## src/rtl/gctt_pkg.sv

```systemverilog
// Package with shared constants, codes and types of the centroid track table.
`default_nettype none
package gctt_pkg;

    // Default structural parameters.
    localparam int TRACKS_DEF     = 16;
    localparam int COORD_BITS_DEF = 10;
    localparam int COUNT_BITS_DEF = 8;

    // Fixed field widths.
    localparam int VOTE_W  = 7;
    localparam int STAMP_W = 32;
    localparam int SLOT_W  = 8;
    localparam int MS_W    = 16;
    localparam int GATE_W  = 8;
    localparam int ADDR_W  = 5;
    localparam int DATA_W  = 32;

    // Register indexes.
    localparam logic [2:0] REG_GATE_RADIUS = 3'd0;
    localparam logic [2:0] REG_VOTE_UP     = 3'd1;
    localparam logic [2:0] REG_VOTE_DOWN   = 3'd2;
    localparam logic [2:0] REG_DROP        = 3'd3;
    localparam logic [2:0] REG_VOTE_CAP    = 3'd4;
    localparam logic [2:0] REG_SHOW_MIN    = 3'd5;
    localparam logic [2:0] REG_GOOD_MIN    = 3'd6;

    // Register reset values.
    localparam logic [GATE_W-1:0] GATE_RADIUS_RST = 8'd20;
    localparam logic [MS_W-1:0]   VOTE_UP_RST     = 16'd100;
    localparam logic [MS_W-1:0]   VOTE_DOWN_RST   = 16'd200;
    localparam logic [MS_W-1:0]   DROP_RST        = 16'd500;
    localparam logic [VOTE_W-1:0] VOTE_CAP_RST    = 7'd64;
    localparam logic [VOTE_W-1:0] SHOW_MIN_RST    = 7'd8;
    localparam logic [VOTE_W-1:0] GOOD_MIN_RST    = 7'd15;

    // Item kinds.
    typedef enum logic [1:0] {
        MODE_BEGIN  = 2'd0,
        MODE_OBS    = 2'd1,
        MODE_END    = 2'd2,
        MODE_REPORT = 2'd3
    } mode_t;

    // Sequencer states.
    typedef enum logic [2:0] {
        ST_IDLE,
        ST_SCAN,
        ST_DIV,
        ST_PLACE,
        ST_SUM
    } state_t;

endpackage
`default_nettype wire

```

## src/rtl/gctt_if.sv

```systemverilog
// Channel interfaces for input items and result items.
`default_nettype none
interface gctt_in_if
    import gctt_pkg::*;
#(
    parameter int CW = COORD_BITS_DEF
);
    logic               valid;
    logic               ready;
    logic [1:0]         mode;
    logic [CW-1:0]      obs_x;
    logic [CW-1:0]      obs_y;
    logic [STAMP_W-1:0] stamp_ms;

    modport source (output valid, mode, obs_x, obs_y, stamp_ms, input ready);
    modport sink   (input valid, mode, obs_x, obs_y, stamp_ms, output ready);
endinterface

interface gctt_out_if
    import gctt_pkg::*;
#(
    parameter int CW = COORD_BITS_DEF
);
    logic              valid;
    logic              ready;
    logic [SLOT_W-1:0] slot;
    logic [CW-1:0]     pos_x;
    logic [CW-1:0]     pos_y;
    logic [VOTE_W-1:0] favor;
    logic              is_track;
    logic              quality;
    logic              last;

    modport source (output valid, slot, pos_x, pos_y, favor, is_track, quality, last,
                    input ready);
    modport sink   (input valid, slot, pos_x, pos_y, favor, is_track, quality, last,
                    output ready);
endinterface
`default_nettype wire

```

## src/rtl/gated_centroid_track_table.sv

```systemverilog
// Top level of the gated centroid track table.
//
//  Channel  | Dir | Handshake          | Payload
//  in_ch    | in  | valid/ready        | mode, obs_x, obs_y, stamp_ms
//  out_ch   | out | valid/ready        | slot, pos_x, pos_y, favor, is_track, quality, last
//  APB      | in  | psel/penable/pready| seven registers at byte address 4*i
//
// Track records rotate through a ring of TRACKS cells; the head cell is updated
// once per cycle unless the ring is held, and one pass follows each accepted item.
// An observation that joins no track takes a second pass to claim a free slot.
// End of frame holds the ring at each fed track while both dividers run.
// A report closes with a summary item; a stalled output halts the ring.
// Reset clears every slot and loads the register defaults.
`default_nettype none
module gated_centroid_track_table
    import gctt_pkg::*;
#(
    parameter int TRACKS     = TRACKS_DEF,
    parameter int COORD_BITS = COORD_BITS_DEF,
    parameter int COUNT_BITS = COUNT_BITS_DEF
)(
    input  wire               clk,
    input  wire               rst_n,
    input  wire               psel,
    input  wire               penable,
    input  wire               pwrite,
    input  wire [ADDR_W-1:0]  paddr,
    input  wire [DATA_W-1:0]  pwdata,
    output logic [DATA_W-1:0] prdata,
    output logic              pready,
    gctt_in_if.sink           in_ch,
    gctt_out_if.source        out_ch
);
    localparam int CW = COORD_BITS;
    localparam int NW = COUNT_BITS;
    localparam int SW = CW + NW;
    localparam int IW = (TRACKS > 1) ? $clog2(TRACKS) : 1;
    localparam int DW = (2 * CW + 1 > 2 * GATE_W) ? 2 * CW + 1 : 2 * GATE_W;
    localparam int NB = SW + 2;
    localparam int DB = NW + 1;

    typedef struct packed {
        logic              act;
        logic [CW-1:0]     x;
        logic [CW-1:0]     y;
        logic [VOTE_W-1:0] votes;
        logic [STAMP_W-1:0] stime;
        logic              ever;
        logic [SW-1:0]     sx;
        logic [SW-1:0]     sy;
        logic [NW-1:0]     cnt;
    } trk_t;

    localparam int RW = $bits(trk_t);

    // Configuration registers.
    logic [GATE_W-1:0] gate_reg;
    logic [MS_W-1:0]   up_reg, down_reg, drop_reg;
    logic [VOTE_W-1:0] cap_reg, show_reg, good_reg;
    logic              cfg_wr;
    logic [2:0]        cfg_idx;

    assign pready  = 1'b1;
    assign cfg_wr  = psel && penable && pwrite;
    assign cfg_idx = paddr[4:2];

    always_ff @(posedge clk or negedge rst_n)
    begin
        if (!rst_n)
        begin
            gate_reg <= GATE_RADIUS_RST;
            up_reg   <= VOTE_UP_RST;
            down_reg <= VOTE_DOWN_RST;
            drop_reg <= DROP_RST;
            cap_reg  <= VOTE_CAP_RST;
            show_reg <= SHOW_MIN_RST;
            good_reg <= GOOD_MIN_RST;
        end
        else if (cfg_wr)
        begin
            unique case (cfg_idx)
                REG_GATE_RADIUS: gate_reg <= pwdata[GATE_W-1:0];
                REG_VOTE_UP:     up_reg   <= pwdata[MS_W-1:0];
                REG_VOTE_DOWN:   down_reg <= pwdata[MS_W-1:0];
                REG_DROP:        drop_reg <= pwdata[MS_W-1:0];
                REG_VOTE_CAP:    cap_reg  <= pwdata[VOTE_W-1:0];
                REG_SHOW_MIN:    show_reg <= pwdata[VOTE_W-1:0];
                REG_GOOD_MIN:    good_reg <= pwdata[VOTE_W-1:0];
                default:         ;
            endcase
        end
    end

    // Register readback.
    always_comb
    begin
        unique case (cfg_idx)
            REG_GATE_RADIUS: prdata = DATA_W'(gate_reg);
            REG_VOTE_UP:     prdata = DATA_W'(up_reg);
            REG_VOTE_DOWN:   prdata = DATA_W'(down_reg);
            REG_DROP:        prdata = DATA_W'(drop_reg);
            REG_VOTE_CAP:    prdata = DATA_W'(cap_reg);
            REG_SHOW_MIN:    prdata = DATA_W'(show_reg);
            REG_GOOD_MIN:    prdata = DATA_W'(good_reg);
            default:         prdata = '0;
        endcase
    end

    // Ring of track cells; cell zero is the head.
    trk_t chain [TRACKS];
    trk_t head, head_next;
    logic shift;

    genvar k;
    generate
        for (k = 0; k < TRACKS; k++)
        begin : g_cell
            logic [RW-1:0] cell_in, cell_out;
            if (k == TRACKS - 1)
            begin : g_tail
                assign cell_in = head_next;
            end
            else
            begin : g_mid
                assign cell_in = chain[k+1];
            end
            gctt_cell #(.W(RW)) u_cell (
                .clk     (clk),
                .rst_n   (rst_n),
                .shift   (shift),
                .rec_in  (cell_in),
                .rec_out (cell_out)
            );
            assign chain[k] = trk_t'(cell_out);
        end
    endgenerate

    assign head = chain[0];

    // Sequencer and item registers.
    state_t             state_reg, state_next;
    logic [IW-1:0]      idx_reg, idx_next;
    logic [IW-1:0]      free_idx_reg, free_idx_next;
    logic               free_reg, free_next;
    logic               matched_reg, matched_next;
    logic               qual_reg, qual_next;
    logic [1:0]         mode_reg, mode_next;
    logic [CW-1:0]      ox_reg, ox_next, oy_reg, oy_next;
    logic [STAMP_W-1:0] stamp_reg, stamp_next;
    logic               in_acc, wrap;

    assign in_ch.ready = (state_reg == ST_IDLE);
    assign in_acc      = in_ch.valid && in_ch.ready;
    assign wrap        = (idx_reg == IW'(TRACKS - 1));

    // Output register.
    logic              out_valid_reg, out_free, out_load;
    logic [SLOT_W-1:0] out_slot_reg, out_slot_next;
    logic [CW-1:0]     out_x_reg, out_x_next, out_y_reg, out_y_next;
    logic [VOTE_W-1:0] out_fav_reg, out_fav_next;
    logic              out_trk_reg, out_trk_next;
    logic              out_q_reg, out_q_next;
    logic              out_last_reg, out_last_next;

    assign out_free = !out_valid_reg || out_ch.ready;

    // Gate test on the head track.
    logic [CW-1:0] dx, dy;
    logic [DW-1:0] dist2, rad2;
    logic          gate_hit;

    always_comb
    begin
        dx       = (head.x > ox_reg) ? CW'(head.x - ox_reg) : CW'(ox_reg - head.x);
        dy       = (head.y > oy_reg) ? CW'(head.y - oy_reg) : CW'(oy_reg - head.y);
        dist2    = DW'(dx) * DW'(dx) + DW'(dy) * DW'(dy);
        rad2     = DW'(gate_reg) * DW'(gate_reg);
        gate_hit = (dist2 < rad2);
    end

    // Saturating accumulation of the observation into the head track.
    trk_t          acc_rec;
    logic [SW:0]   sx_sum, sy_sum;

    always_comb
    begin
        acc_rec = head;
        sx_sum  = {1'b0, head.sx} + (SW+1)'(ox_reg);
        sy_sum  = {1'b0, head.sy} + (SW+1)'(oy_reg);
        acc_rec.sx  = sx_sum[SW] ? {SW{1'b1}} : sx_sum[SW-1:0];
        acc_rec.sy  = sy_sum[SW] ? {SW{1'b1}} : sy_sum[SW-1:0];
        acc_rec.cnt = (&head.cnt) ? head.cnt : NW'(head.cnt + 1'b1);
    end

    // Centroid dividers for both coordinates.
    logic          div_start, div_done, div_done_y;
    logic [NB-1:0] num_x, num_y, quo_x, quo_y;
    logic [DB-1:0] den;

    assign num_x = NB'({head.sx, 1'b0}) + NB'(head.cnt);
    assign num_y = NB'({head.sy, 1'b0}) + NB'(head.cnt);
    assign den   = {head.cnt, 1'b0};

    gctt_div #(.NB(NB), .DB(DB)) u_div_x (
        .clk(clk), .rst_n(rst_n), .start(div_start),
        .num(num_x), .den(den), .done(div_done), .quo(quo_x)
    );
    gctt_div #(.NB(NB), .DB(DB)) u_div_y (
        .clk(clk), .rst_n(rst_n), .start(div_start),
        .num(num_y), .den(den), .done(div_done_y), .quo(quo_y)
    );

    // End-of-frame update of a fed track.
    trk_t               end_rec;
    logic [STAMP_W-1:0] gap;
    logic [VOTE_W-1:0]  v_up;

    always_comb
    begin
        gap     = stamp_reg - head.stime;
        end_rec = head;
        end_rec.x = (|quo_x[NB-1:CW]) ? {CW{1'b1}} : quo_x[CW-1:0];
        end_rec.y = (|quo_y[NB-1:CW]) ? {CW{1'b1}} : quo_y[CW-1:0];
        v_up = head.votes;
        if (head.ever && (gap < STAMP_W'(up_reg)) && (v_up < cap_reg))
        begin
            v_up = VOTE_W'(v_up + 1'b1);
        end
        if ((!head.ever || (gap > STAMP_W'(down_reg))) && (v_up != '0))
        begin
            v_up = VOTE_W'(v_up - 1'b1);
        end
        end_rec.votes = v_up;
        end_rec.stime = stamp_reg;
        end_rec.ever  = 1'b1;
    end

    // Datapath control per state.
    always_comb
    begin
        shift         = 1'b0;
        head_next     = head;
        div_start     = 1'b0;
        out_load      = 1'b0;
        idx_next      = idx_reg;
        free_idx_next = free_idx_reg;
        free_next     = free_reg;
        matched_next  = matched_reg;
        qual_next     = qual_reg;
        mode_next     = mode_reg;
        ox_next       = ox_reg;
        oy_next       = oy_reg;
        stamp_next    = stamp_reg;
        out_slot_next = out_slot_reg;
        out_x_next    = out_x_reg;
        out_y_next    = out_y_reg;
        out_fav_next  = out_fav_reg;
        out_trk_next  = out_trk_reg;
        out_q_next    = out_q_reg;
        out_last_next = out_last_reg;
        unique case (state_reg)
            ST_IDLE:
            begin
                if (in_acc)
                begin
                    mode_next    = in_ch.mode;
                    ox_next      = in_ch.obs_x;
                    oy_next      = in_ch.obs_y;
                    stamp_next   = in_ch.stamp_ms;
                    idx_next     = '0;
                    free_next    = 1'b0;
                    matched_next = 1'b0;
                    qual_next    = 1'b0;
                end
            end
            ST_SCAN:
            begin
                case (mode_t'(mode_reg))
                    MODE_BEGIN:
                    begin
                        shift = 1'b1;
                        if (head.act)
                        begin
                            head_next.sx  = '0;
                            head_next.sy  = '0;
                            head_next.cnt = '0;
                        end
                    end
                    MODE_OBS:
                    begin
                        shift = 1'b1;
                        if (head.act && !matched_reg && gate_hit)
                        begin
                            head_next    = acc_rec;
                            matched_next = 1'b1;
                        end
                        else if (!head.act && !free_reg)
                        begin
                            free_next     = 1'b1;
                            free_idx_next = idx_reg;
                        end
                    end
                    MODE_END:
                    begin
                        if (head.act && (head.cnt != '0))
                        begin
                            div_start = 1'b1;
                        end
                        else
                        begin
                            shift = 1'b1;
                            if (head.act && (!head.ever || (gap > STAMP_W'(drop_reg))))
                            begin
                                head_next.act = 1'b0;
                            end
                        end
                    end
                    default:
                    begin
                        if (head.act && (head.votes > show_reg))
                        begin
                            if (out_free)
                            begin
                                shift         = 1'b1;
                                out_load      = 1'b1;
                                out_slot_next = SLOT_W'(idx_reg);
                                out_x_next    = head.x;
                                out_y_next    = head.y;
                                out_fav_next  = head.votes;
                                out_trk_next  = 1'b1;
                                out_q_next    = 1'b0;
                                out_last_next = 1'b0;
                                if (head.votes >= good_reg)
                                begin
                                    qual_next = 1'b1;
                                end
                            end
                        end
                        else
                        begin
                            shift = 1'b1;
                        end
                    end
                endcase
            end
            ST_DIV:
            begin
                if (div_done)
                begin
                    shift     = 1'b1;
                    head_next = end_rec;
                end
            end
            ST_PLACE:
            begin
                shift = 1'b1;
                if (idx_reg == free_idx_reg)
                begin
                    head_next.act   = 1'b1;
                    head_next.votes = '0;
                    head_next.sx    = SW'(ox_reg);
                    head_next.sy    = SW'(oy_reg);
                    head_next.cnt   = NW'(1);
                end
            end
            ST_SUM:
            begin
                if (out_free)
                begin
                    out_load      = 1'b1;
                    out_slot_next = '0;
                    out_x_next    = '0;
                    out_y_next    = '0;
                    out_fav_next  = '0;
                    out_trk_next  = 1'b0;
                    out_q_next    = qual_reg;
                    out_last_next = 1'b1;
                end
            end
            default: ;
        endcase
        if (shift)
        begin
            idx_next = wrap ? '0 : IW'(idx_reg + 1'b1);
        end
    end

    // Next state.
    always_comb
    begin
        state_next = state_reg;
        unique case (state_reg)
            ST_IDLE:
            begin
                if (in_acc)
                begin
                    state_next = ST_SCAN;
                end
            end
            ST_SCAN:
            begin
                if (div_start)
                begin
                    state_next = ST_DIV;
                end
                else if (shift && wrap)
                begin
                    if (mode_reg == MODE_OBS && !matched_next && free_next)
                    begin
                        state_next = ST_PLACE;
                    end
                    else if (mode_reg == MODE_REPORT)
                    begin
                        state_next = ST_SUM;
                    end
                    else
                    begin
                        state_next = ST_IDLE;
                    end
                end
            end
            ST_DIV:
            begin
                if (div_done)
                begin
                    state_next = wrap ? ST_IDLE : ST_SCAN;
                end
            end
            ST_PLACE:
            begin
                if (wrap)
                begin
                    state_next = ST_IDLE;
                end
            end
            ST_SUM:
            begin
                if (out_free)
                begin
                    state_next = ST_IDLE;
                end
            end
            default: state_next = ST_IDLE;
        endcase
    end

    always_ff @(posedge clk or negedge rst_n)
    begin
        if (!rst_n)
        begin
            state_reg     <= ST_IDLE;
            idx_reg       <= '0;
            free_reg      <= 1'b0;
            matched_reg   <= 1'b0;
            qual_reg      <= 1'b0;
            out_valid_reg <= 1'b0;
        end
        else
        begin
            state_reg     <= state_next;
            idx_reg       <= idx_next;
            free_reg      <= free_next;
            matched_reg   <= matched_next;
            qual_reg      <= qual_next;
            out_valid_reg <= out_load || (out_valid_reg && !out_ch.ready);
        end
    end

    always_ff @(posedge clk)
    begin
        free_idx_reg <= free_idx_next;
        mode_reg     <= mode_next;
        ox_reg       <= ox_next;
        oy_reg       <= oy_next;
        stamp_reg    <= stamp_next;
        out_slot_reg <= out_slot_next;
        out_x_reg    <= out_x_next;
        out_y_reg    <= out_y_next;
        out_fav_reg  <= out_fav_next;
        out_trk_reg  <= out_trk_next;
        out_q_reg    <= out_q_next;
        out_last_reg <= out_last_next;
    end

    assign out_ch.valid    = out_valid_reg;
    assign out_ch.slot     = out_slot_reg;
    assign out_ch.pos_x    = out_x_reg;
    assign out_ch.pos_y    = out_y_reg;
    assign out_ch.favor    = out_fav_reg;
    assign out_ch.is_track = out_trk_reg;
    assign out_ch.quality  = out_q_reg;
    assign out_ch.last     = out_last_reg;

    // Checks on the sequencer and dividers.
    a_idx_range: assert property (@(posedge clk) disable iff (!rst_n)
        idx_reg <= IW'(TRACKS - 1))
        else $error("slot index out of range");

    a_div_pair: assert property (@(posedge clk) disable iff (!rst_n)
        div_done == div_done_y)
        else $error("coordinate dividers out of step");

    a_div_state: assert property (@(posedge clk) disable iff (!rst_n)
        div_done |-> state_reg == ST_DIV)
        else $error("divider finished outside the divide state");

    a_summary_last: assert property (@(posedge clk) disable iff (!rst_n)
        (out_load && out_last_next) |-> state_reg == ST_SUM)
        else $error("summary item issued outside the summary state");
endmodule
`default_nettype wire

```

## src/rtl/gctt_cell.sv

```systemverilog
// One track slot cell of the rotating chain.
`default_nettype none
module gctt_cell
    import gctt_pkg::*;
#(
    parameter int W = 8
)(
    input  wire         clk,
    input  wire         rst_n,
    input  wire         shift,
    input  wire [W-1:0] rec_in,
    output logic [W-1:0] rec_out
);
    logic [W-1:0] rec_reg;
    logic [W-1:0] rec_next;

    // Take the neighbor's record when the chain moves.
    always_comb
    begin
        rec_next = shift ? rec_in : rec_reg;
    end

    always_ff @(posedge clk or negedge rst_n)
    begin
        if (!rst_n)
        begin
            rec_reg <= '0;
        end
        else
        begin
            rec_reg <= rec_next;
        end
    end

    assign rec_out = rec_reg;
endmodule
`default_nettype wire

```

## src/rtl/gctt_div.sv

```systemverilog
// Restoring divider, one quotient bit per cycle.
`default_nettype none
module gctt_div
    import gctt_pkg::*;
#(
    parameter int NB = 20,
    parameter int DB = 9
)(
    input  wire          clk,
    input  wire          rst_n,
    input  wire          start,
    input  wire [NB-1:0] num,
    input  wire [DB-1:0] den,
    output logic         done,
    output logic [NB-1:0] quo
);
    localparam int CNT_W = $clog2(NB + 1);

    logic             busy_reg, busy_next;
    logic             done_reg, done_next;
    logic [CNT_W-1:0] cnt_reg, cnt_next;
    logic [NB-1:0]    num_reg, num_next;
    logic [DB-1:0]    den_reg, den_next;
    logic [DB-1:0]    rem_reg, rem_next;
    logic [DB:0]      trial;
    logic             fits;

    // One shift-and-subtract step.
    always_comb
    begin
        trial     = {rem_reg, num_reg[NB-1]};
        fits      = (trial >= {1'b0, den_reg});
        busy_next = busy_reg;
        done_next = 1'b0;
        cnt_next  = cnt_reg;
        num_next  = num_reg;
        den_next  = den_reg;
        rem_next  = rem_reg;
        if (start)
        begin
            busy_next = 1'b1;
            cnt_next  = '0;
            num_next  = num;
            den_next  = den;
            rem_next  = '0;
        end
        else if (busy_reg)
        begin
            rem_next = fits ? DB'(trial - {1'b0, den_reg}) : DB'(trial);
            num_next = {num_reg[NB-2:0], fits};
            cnt_next = cnt_reg + 1'b1;
            if (cnt_reg == CNT_W'(NB - 1))
            begin
                busy_next = 1'b0;
                done_next = 1'b1;
            end
        end
    end

    always_ff @(posedge clk or negedge rst_n)
    begin
        if (!rst_n)
        begin
            busy_reg <= 1'b0;
            done_reg <= 1'b0;
            cnt_reg  <= '0;
        end
        else
        begin
            busy_reg <= busy_next;
            done_reg <= done_next;
            cnt_reg  <= cnt_next;
        end
    end

    always_ff @(posedge clk)
    begin
        num_reg <= num_next;
        den_reg <= den_next;
        rem_reg <= rem_next;
    end

    assign done = done_reg;
    assign quo  = num_reg;
endmodule
`default_nettype wire

```

## src/flat_wrapper.sv

```systemverilog
// flat-port wrapper written by rule: the top's interface ports become plain ports
module gated_centroid_track_table_flat import gctt_pkg::*;
#(
    parameter int TRACKS     = TRACKS_DEF,
    parameter int COORD_BITS = COORD_BITS_DEF,
    parameter int COUNT_BITS = COUNT_BITS_DEF
)
  (clk, rst_n, psel, penable, pwrite, paddr, pwdata, prdata, pready, in_ch_valid, in_ch_mode, in_ch_obs_x, in_ch_obs_y, in_ch_stamp_ms, in_ch_ready, out_ch_valid, out_ch_slot, out_ch_pos_x, out_ch_pos_y, out_ch_favor, out_ch_is_track, out_ch_quality, out_ch_last, out_ch_ready);
  gctt_in_if in_ch_i ();
  gctt_out_if out_ch_i ();
  input  wire clk;
  input  wire rst_n;
  input  wire psel;
  input  wire penable;
  input  wire pwrite;
  input  wire [ADDR_W-1:0] paddr;
  input  wire [DATA_W-1:0] pwdata;
  output logic [DATA_W-1:0] prdata;
  output logic pready;
  input wire logic [$bits(in_ch_i.valid)-1:0] in_ch_valid;
  input wire logic [$bits(in_ch_i.mode)-1:0] in_ch_mode;
  input wire logic [$bits(in_ch_i.obs_x)-1:0] in_ch_obs_x;
  input wire logic [$bits(in_ch_i.obs_y)-1:0] in_ch_obs_y;
  input wire logic [$bits(in_ch_i.stamp_ms)-1:0] in_ch_stamp_ms;
  output wire logic [$bits(in_ch_i.ready)-1:0] in_ch_ready;
  output wire logic [$bits(out_ch_i.valid)-1:0] out_ch_valid;
  output wire logic [$bits(out_ch_i.slot)-1:0] out_ch_slot;
  output wire logic [$bits(out_ch_i.pos_x)-1:0] out_ch_pos_x;
  output wire logic [$bits(out_ch_i.pos_y)-1:0] out_ch_pos_y;
  output wire logic [$bits(out_ch_i.favor)-1:0] out_ch_favor;
  output wire logic [$bits(out_ch_i.is_track)-1:0] out_ch_is_track;
  output wire logic [$bits(out_ch_i.quality)-1:0] out_ch_quality;
  output wire logic [$bits(out_ch_i.last)-1:0] out_ch_last;
  input wire logic [$bits(out_ch_i.ready)-1:0] out_ch_ready;
  assign in_ch_i.valid = in_ch_valid;
  assign in_ch_i.mode = in_ch_mode;
  assign in_ch_i.obs_x = in_ch_obs_x;
  assign in_ch_i.obs_y = in_ch_obs_y;
  assign in_ch_i.stamp_ms = in_ch_stamp_ms;
  assign in_ch_ready = in_ch_i.ready;
  assign out_ch_valid = out_ch_i.valid;
  assign out_ch_slot = out_ch_i.slot;
  assign out_ch_pos_x = out_ch_i.pos_x;
  assign out_ch_pos_y = out_ch_i.pos_y;
  assign out_ch_favor = out_ch_i.favor;
  assign out_ch_is_track = out_ch_i.is_track;
  assign out_ch_quality = out_ch_i.quality;
  assign out_ch_last = out_ch_i.last;
  assign out_ch_i.ready = out_ch_ready;
  gated_centroid_track_table #(.TRACKS(TRACKS), .COORD_BITS(COORD_BITS), .COUNT_BITS(COUNT_BITS)) u_core (.clk(clk), .rst_n(rst_n), .psel(psel), .penable(penable), .pwrite(pwrite), .paddr(paddr), .pwdata(pwdata), .prdata(prdata), .pready(pready), .in_ch(in_ch_i), .out_ch(out_ch_i));
endmodule
```

## config.mk

```make
export PLATFORM = sky130hd
export DESIGN_NAME = gated_centroid_track_table_flat
export DESIGN_NICKNAME = d
export VERILOG_FILES = /design/src/rtl/gctt_pkg.sv /design/src/rtl/gctt_if.sv /design/src/rtl/gated_centroid_track_table.sv /design/src/rtl/gctt_cell.sv /design/src/rtl/gctt_div.sv /design/src/flat_wrapper.sv
export SDC_FILE = /design/constraint.sdc
export NUM_CORES = 2
export LEC_CHECK = 0
export BUFFER_PORTS_ARGS = -buffer_cell sky130_fd_sc_hd__buf_2
export CORE_MARGIN = 1.5
export CORE_UTILIZATION = 25
export DETAILED_ROUTE_END_ITERATION = 6
export GPL_TIMING_DRIVEN = 1
export PLACE_DENSITY = 0.45
export SKIP_LAST_GASP = 1
export SYNTH_ARGS = -nofsm -noshare
export SYNTH_HDL_FRONTEND = slang
export SYNTH_SLANG_ARGS = --single-unit
export TNS_END_PERCENT = 10
```

## constraint.sdc

```tcl
create_clock -name clk -period 16.1 [get_ports clk]
set_input_delay 0.805 -clock clk [delete_from_list [all_inputs] [get_ports clk]]
set_output_delay 0.805 -clock clk [all_outputs]
set_load 0.01 [all_outputs]
```

### Word level (Yosys, flattened, before mapping)

Index checks and enable logic that the tools add are counted.

| word-level totals | value |
|---|---|
| bits of input ports | 98 |
| output and inout bits | 73 |
| bits in registers | 1943 |
| word-level logic and storage cells | 280 |

| cells by class | value |
|---|---|
| $lt $le $gt $ge | 11 |
| $mul | 3 |
| mux-type cells | 114 |
| reductions and logical operators | 56 |
| bitwise logic cells | 1 |
| add/sub/neg operators | 18 |
| equality and inequality tests | 26 |

Operator list:

| kind | number |
|---|---|
| 44-bit two-way mux | 3 |
| 44-bit one-hot mux with 3 select lines | 1 |
| 16-bit one-hot mux with 7 select lines | 1 |
| 10-bit two-way mux | 11 |
| 104-bit two-way mux | 1 |
| 44-bit one-hot mux with 2 select lines | 1 |
| 20-bit two-way mux | 4 |
| 33-bit one-hot mux with 2 select lines | 1 |
| 32-bit by 16-bit greater-than comparator with 1-bit output | 2 |
| 7-bit two-way mux | 7 |
| 1-bit two-way mux | 41 |
| 19-bit by 8-bit adder with 20-bit output | 2 |
| 10-bit by 10-bit multiplier with 20-bit output | 2 |
| 8-bit two-way mux | 5 |
| 10-bit one-hot mux with 2 select lines | 2 |
| 20-bit one-hot mux with 2 select lines | 1 |
| 10-bit subtractor | 4 |
| 18-bit by 10-bit adder with 19-bit output | 2 |
| 18-bit two-way mux | 2 |
| 32-bit by 16-bit less-than comparator with 1-bit output | 1 |
| 32-bit subtractor | 1 |
| 3-bit two-way mux | 8 |
| 20-bit by 20-bit adder with 21-bit output | 1 |
| 21-bit by 16-bit less-than comparator with 1-bit output | 1 |
| 49 further kinds | 124 |

### Longest topological paths before layout

| depth | value |
|---|---|
| depth in word-level cells | 16 |
| depth in mapped cells | 49 |
| gate-level depth less buffers | 47 |

### Modules after synthesis

Synthesis repeated with hierarchy kept, for this count alone.

| second synthesis, totals | value |
|---|---|
| cell total of the unflattened synthesis | 6852 |
| area total of the unflattened synthesis | 95446.5 um^2 |

Modules (own cells, without submodules):

| module | cells each | area an instance (um^2) | instances | seq. area each (um^2) |
|---|---|---|---|---|
| gctt_cell | 222 | 4149.0 | 16 | 2627.5 |
| gated_centroid_track_table | 2936 | 24583.6 | 1 | 4989.8 |
| gctt_div | 182 | 2239.6 | 2 | 1226.2 |

### Least setup slack after synthesis

OpenSTA, ideal clock, no wires.

| timing path | value |
|---|---|
| path kind | reg2reg |
| start | reg u_core.g_cell[0].u_cell.rec_reg[94] |
| end | reg u_core.g_cell[15].u_cell.rec_reg[29] |
| clock period less this slack | 10.744 ns |
| slack | 5.356 ns |
| setup time | 0.141 ns |
| path buffers | 4 |
| cell stages (with the launch flop) | 48 |
| arrival | 10.603 ns |
| data required time | 15.959 ns |
| cells stage by stage | dfrtp_1 > inv_1 > ha_1 > inv_1 > fa_1 > a21o_1 > a21oi_1 > o21bai_1 > a21o_1 > a21o_1 > a21oi_1 > nand2b_1 > a21oi_1 > clkbuf_1 > a221o_1 > a21oi_1 > xor2_1 > clkbuf_1 > [... 12 more ...] > ha_1 > a21o_1 > a21oi_1 > nor2b_1 > a311o_1 > a31oi_1 > xnor2_1 > ha_1 > a32oi_1 > nand3_1 > a21oi_1 > nand4_1 > nor4_1 > clkbuf_1 > o21ai_1 > clkbuf_1 > nand2_1 > a31oi_1 |

| between the ends | value |
|---|---|
| cells in the longest elaborated chain, start to end | 9 |
| elaborated cells between the ends (all ways) | 11 |
| classes of those cells | add/sub (3); mul (1); order compare (2); mux (4); reduce/logical (1) |

Ends and longest elaborated chain:

| item | line | source |
|---|---|---|
| from (decl) | gctt_cell.sv:14 | `logic [W-1:0] rec_reg;` |
| from (signal assigned) | gctt_cell.sv:31 | `rec_reg <= rec_next;` |
| 10-bit subtractor / 10-bit greater-than comparator (equally long branches) | gated_centroid_track_table.sv:174 | `dx = (head.x > ox_reg) ? CW'(head.x - ox_reg) : CW'(ox_reg - head.x);` |
| 10-bit two-way mux * | gated_centroid_track_table.sv:174 |  |
| 10-bit by 10-bit multiplier with 20-bit output * | gated_centroid_track_table.sv:176 | `dist2 = DW'(dx) * DW'(dx) + DW'(dy) * DW'(dy);` |
| 20-bit by 20-bit adder with 21-bit output * | gated_centroid_track_table.sv:176 |  |
| 21-bit by 16-bit less-than comparator with 1-bit output * | gated_centroid_track_table.sv:178 | `gate_hit = (dist2 < rad2);` |
| 1-bit logical AND * | gated_centroid_track_table.sv:292 | `if (head.act && !matched_reg && gate_hit)` |
| 44-bit two-way mux * | gated_centroid_track_table.sv:292 |  |
| 44-bit one-hot mux with 2 select lines * | gated_centroid_track_table.sv:278 | `case (mode_t'(mode_reg))` |
| 44-bit one-hot mux with 3 select lines * | gated_centroid_track_table.sv:261 | `unique case (state_reg)` |
| to (signal assigned) | gctt_cell.sv:31 |  |
| to (decl) | gctt_cell.sv:14 |  |

Every way passes the cells marked *; elsewhere a longest branch is shown, timed or not.
A chain may end at the register's enable or synchronous reset.

### Final worst setup path

| timing path | value |
|---|---|
| start | reg u_core.oy_reg[0] |
| end | reg u_core.g_cell[15].u_cell.rec_reg[31] |

| between the ends | value |
|---|---|
| cells in the longest elaborated chain, start to end | 9 |
| elaborated cells between the ends (all ways) | 11 |
| classes of those cells | add/sub (3); mul (1); order compare (2); mux (4); reduce/logical (1) |

Ends and longest elaborated chain:

| item | line | source |
|---|---|---|
| from (decl) | gated_centroid_track_table.sv:148 | `logic [CW-1:0] ox_reg, ox_next, oy_reg, oy_next;` |
| from (signal assigned) | gated_centroid_track_table.sv:474 | `oy_reg <= oy_next;` |
| 10-bit subtractor / 10-bit greater-than comparator (equally long branches) | gated_centroid_track_table.sv:175 | `dy = (head.y > oy_reg) ? CW'(head.y - oy_reg) : CW'(oy_reg - head.y);` |
| 10-bit two-way mux * | gated_centroid_track_table.sv:175 |  |
| 10-bit by 10-bit multiplier with 20-bit output * | gated_centroid_track_table.sv:176 |  |
| 20-bit by 20-bit adder with 21-bit output * | gated_centroid_track_table.sv:176 |  |
| 21-bit by 16-bit less-than comparator with 1-bit output * | gated_centroid_track_table.sv:178 |  |
| 1-bit logical AND * | gated_centroid_track_table.sv:292 |  |
| 44-bit two-way mux * | gated_centroid_track_table.sv:292 |  |
| 44-bit one-hot mux with 2 select lines * | gated_centroid_track_table.sv:278 |  |
| 44-bit one-hot mux with 3 select lines * | gated_centroid_track_table.sv:261 |  |

Marked as above.

==> impl_metrics.json <==
{
  "outcome": "complete, no violations",
  "drive_above_1_share_pct": 6.187,
  "rsz0062_at_grt": "false",
  "gr-usage-all-layers_pct": 11.95,
  "first_global_vias": 62510,
  "numCtsBuffers": 211,
  "grt_antenna_before_repair": 8,
  "synth_top_cell_by_area": "dfrtp_1",
  "internal-power_mw": 8.027,
  "die_w_microns": 602.1,
  "hold_class": "input port to register",
  "largest_reg_flops": 1680,
  "cpMaxStageDelayCell": "and2_1",
  "endpoint_kind": "register",
  "die_h_microns": 602.1,
  "whs_path_depth": 1,
  "layout.nets": 10620,
  "report.final.setup_viol": 0,
  "crit_path_start_kind": "register",
  "cpMostUsedCell": "fa_1",
  "ys_ff_latch": 1939,
  "globalRouteOverflowTotal": 0,
  "syn_avg_cell_area_sq_um": 8.890,
  "clkSlewWorstSetupHoldPaths_ns": 0.06,
  "grt_pass1_wl_microns": 355700,
  "area_growth_pct": 13.93,
  "rows": 219,
  "clk_path_buf_depth": 4,
  "power_density_mw_per_mm2": 101.8,
  "synthArstFlopShare_pct": 91.85,
  "netlist_top_cells_count": "nand2_1, dfrtp_1, clkbuf_1",
  "viasPerCell": 4.231,
  "cpPeakStageDelay_ns": 0.70,
  "crit_fanout": 17,
  "dieArea_sq_mm": 0.3626,
  "syn_inst": 10090,
  "leakagePower_nw": 53.32,
  "drc": 0,
  "finalCritPeriodShare_pct": 79.69,
  "combinationalPowerShare_pct": 4.7,
  "routed-via-count": 63270,
  "cts_tree": "built",
  "slew_viol_final": 0,
  "ys_seq_area_share_pct": 54.78,
  "clock_latency_ns": 0.88,
  "finClkSkew_ns": 0.08154,
  "grt_max_degree": 220,
  "regArea_sq_mm": 0.04916,
  "yosys.cell_types.count": 93,
  "multi_input_area_sq_mm": 0.03710,
  "p_sw_share_pct": 22.85,
  "r2r_cells": 43,
  "peakVddDrop_mv": 0.09209,
  "port_buffers": 131,
  "yosysMostFrequentCell": "nand2_1",
  "io_pins": 171,
  "cts.sinks": 1939,
  "dp_hpwl_microns": 140700,
  "wire_per_inst_microns": 14.57,
  "worst_pin_slew_ns": 1.123,
  "first_iter_violations": 4792,
  "htreeDepth": 4,
  "maxCapViolations": 0,
  "nFillCells": 38200,
  "max_slew_margin_pct": 25.16,
  "wl_microns": 217900,
  "synth.top_cells.by_area": "dfrtp_1, nand2_1, edfxtp_1",
  "period_needed_ns": 12.83,
  "cts_setup_buffers": 0,
  "tns_ns": 0,
  "drt.antenna.violating_nets": 0,
  "p_sw_mw": 2.378,
  "max_freq_mhz": 77.94,
  "syn_area_sq_mm": 0.08974,
  "totalPowerFinal_mw": 10.41,
  "hold_viol": 0,
  "core-area_sq_mm": 0.3565,
  "required_ns": 16.83,
  "worst-endpoint-arrival_ns": 13.56,
  "ys.flop_type": "dfrtp_1",
  "yosysWarnings": 0,
  "root_buffer": "clkbuf_16",
  "critPathKind": "register to register",
  "drtPass1Iterations": 5,
  "p_clk_share_pct": 47.1,
  "synth_edf_count": 140,
  "start_util_pct": 25.17,
  "place_congestion": 0.7985,
  "synth_top_area_share_pct": 49.11,
  "power_frac_seq_pct": 48.2
}
## metal layers
metal	vias up	routed length (microns)	global-route usage, %
met5	-	0	0
met4	0	4930	2.951
met3	271	6657	1.510
met2	733	95860	18.46
met1	30640	110500	17.57
li1	31630	-	-
## power by group through the flow
| stage | Combinational, mW | Clock (mW) | Sequential, mW |
|---|---|---|---|
| 2_1_floorplan | 0.305 | 0 | 5.08 |
| 3_3_place_gp | 0.504 | 0 | 5.11 |
| 3_5_place_dp | 0.504 | 0 | 5.11 |
| 4_1_cts | 0.509 | 5.09 | 5.02 |
| 5_1_grt | 0.578 | 5.27 | 5.02 |
| 6_report | 0.488 | 4.90 | 5.02 |
## cell usage in the layout (no fill, tap or decap), types with 43 or more instances in the layout
master and count:
fa_1 167, nand2b_1 54, clkbuf_1 62, nand3_1 50, mux2i_1 44, a31oi_1 60, dfrtp_1 1761, inv_1 427
nor2b_1 43, clkbuf_16 213, buf_4 73, nand2_1 5002, and2_1 43, a21oi_1 161, o21ai_0 303, ha_1 319
xnor2_1 93, nand4_1 46, a21o_1 81, xor2_1 61, buf_2 130, edfxtp_1 140, nor2_1 270
## worst paths after layout
kind                                                      start                                    to  slack (ns)
max                                            u_core.oy_reg[0]  u_core.g_cell[15].u_cell.rec_out[31]        3.27
min                                          in_ch_stamp_ms[13]                  u_core.stamp_reg[13]        0.10
max reg2reg                                    u_core.oy_reg[0]  u_core.g_cell[15].u_cell.rec_out[31]        3.27
min reg2reg                u_core.g_cell[12].u_cell.rec_out[95]  u_core.g_cell[11].u_cell.rec_out[95]        0.41
max in group asynchronous                                 rst_n                     u_core.idx_reg[0]       12.01
min in group asynchronous                                 rst_n   u_core.g_cell[9].u_cell.rec_out[73]        0.60
## timing repair
action                                  in CTS  in global routing
endpoints found under the setup margin       0                  0
hold endpoints to repair                   100                  0
gates resized for setup                      0                  0
hold buffers                                 1                  0
## per-stage QoR
stage	cell area [sq um]	cells	setup slack (ns)	hold slack (ns)	util [%]
floorplan	89820	10120	5.356	0.4386	-
global placement	95360	14580	3.177	0.4485	26.75
detailed placement	95360	14580	3.168	0.4531	26.75
CTS	102200	14950	3.085	0.01266	28.68
global route	102200	14950	2.472	0.04725	28.68
finish	102200	14950	3.269	0.1035	28.68
## worst max-delay path, delay by kind of cell, from the launching register on
family / cells / cell delay, ns
buf+inv: 5 / 0.49
simple gates: 7 / 2.05
fa+ha+maj: 11 / 4.93
flops: 1 / 0.65
xor+xnor: 2 / 0.52
compound gates: 18 / 4.06
## area by class of cell
cell class | count | area share, %
Inverter | 429 | 1.576
Sequential cell | 1939 | 48.08
Timing Repair Buffer | 221 | 1.515
Multi-Input combinational cell | 7237 | 36.29
Tap cell | 4751 | 5.814
Clock inverter | 56 | 0.7122
Antenna cell | 3 | 0.007343
Clock buffer | 317 | 6.006
## kinds of logic (layout without fill, tap and decap cells)
group	after synthesis	count (layout)	synth area share (%)
xor+xnor	154	154	1.503
compound gates	851	851	5.867
fa+ha+maj	486	486	8.173
other cells	2	26	0.008369
mux	82	82	1.035
buf+inv	939	1023	4.029
flops	1939	1939	54.78
simple gates	5641	5641	24.61
No activity file was read; power rests on OpenSTA's default activity.
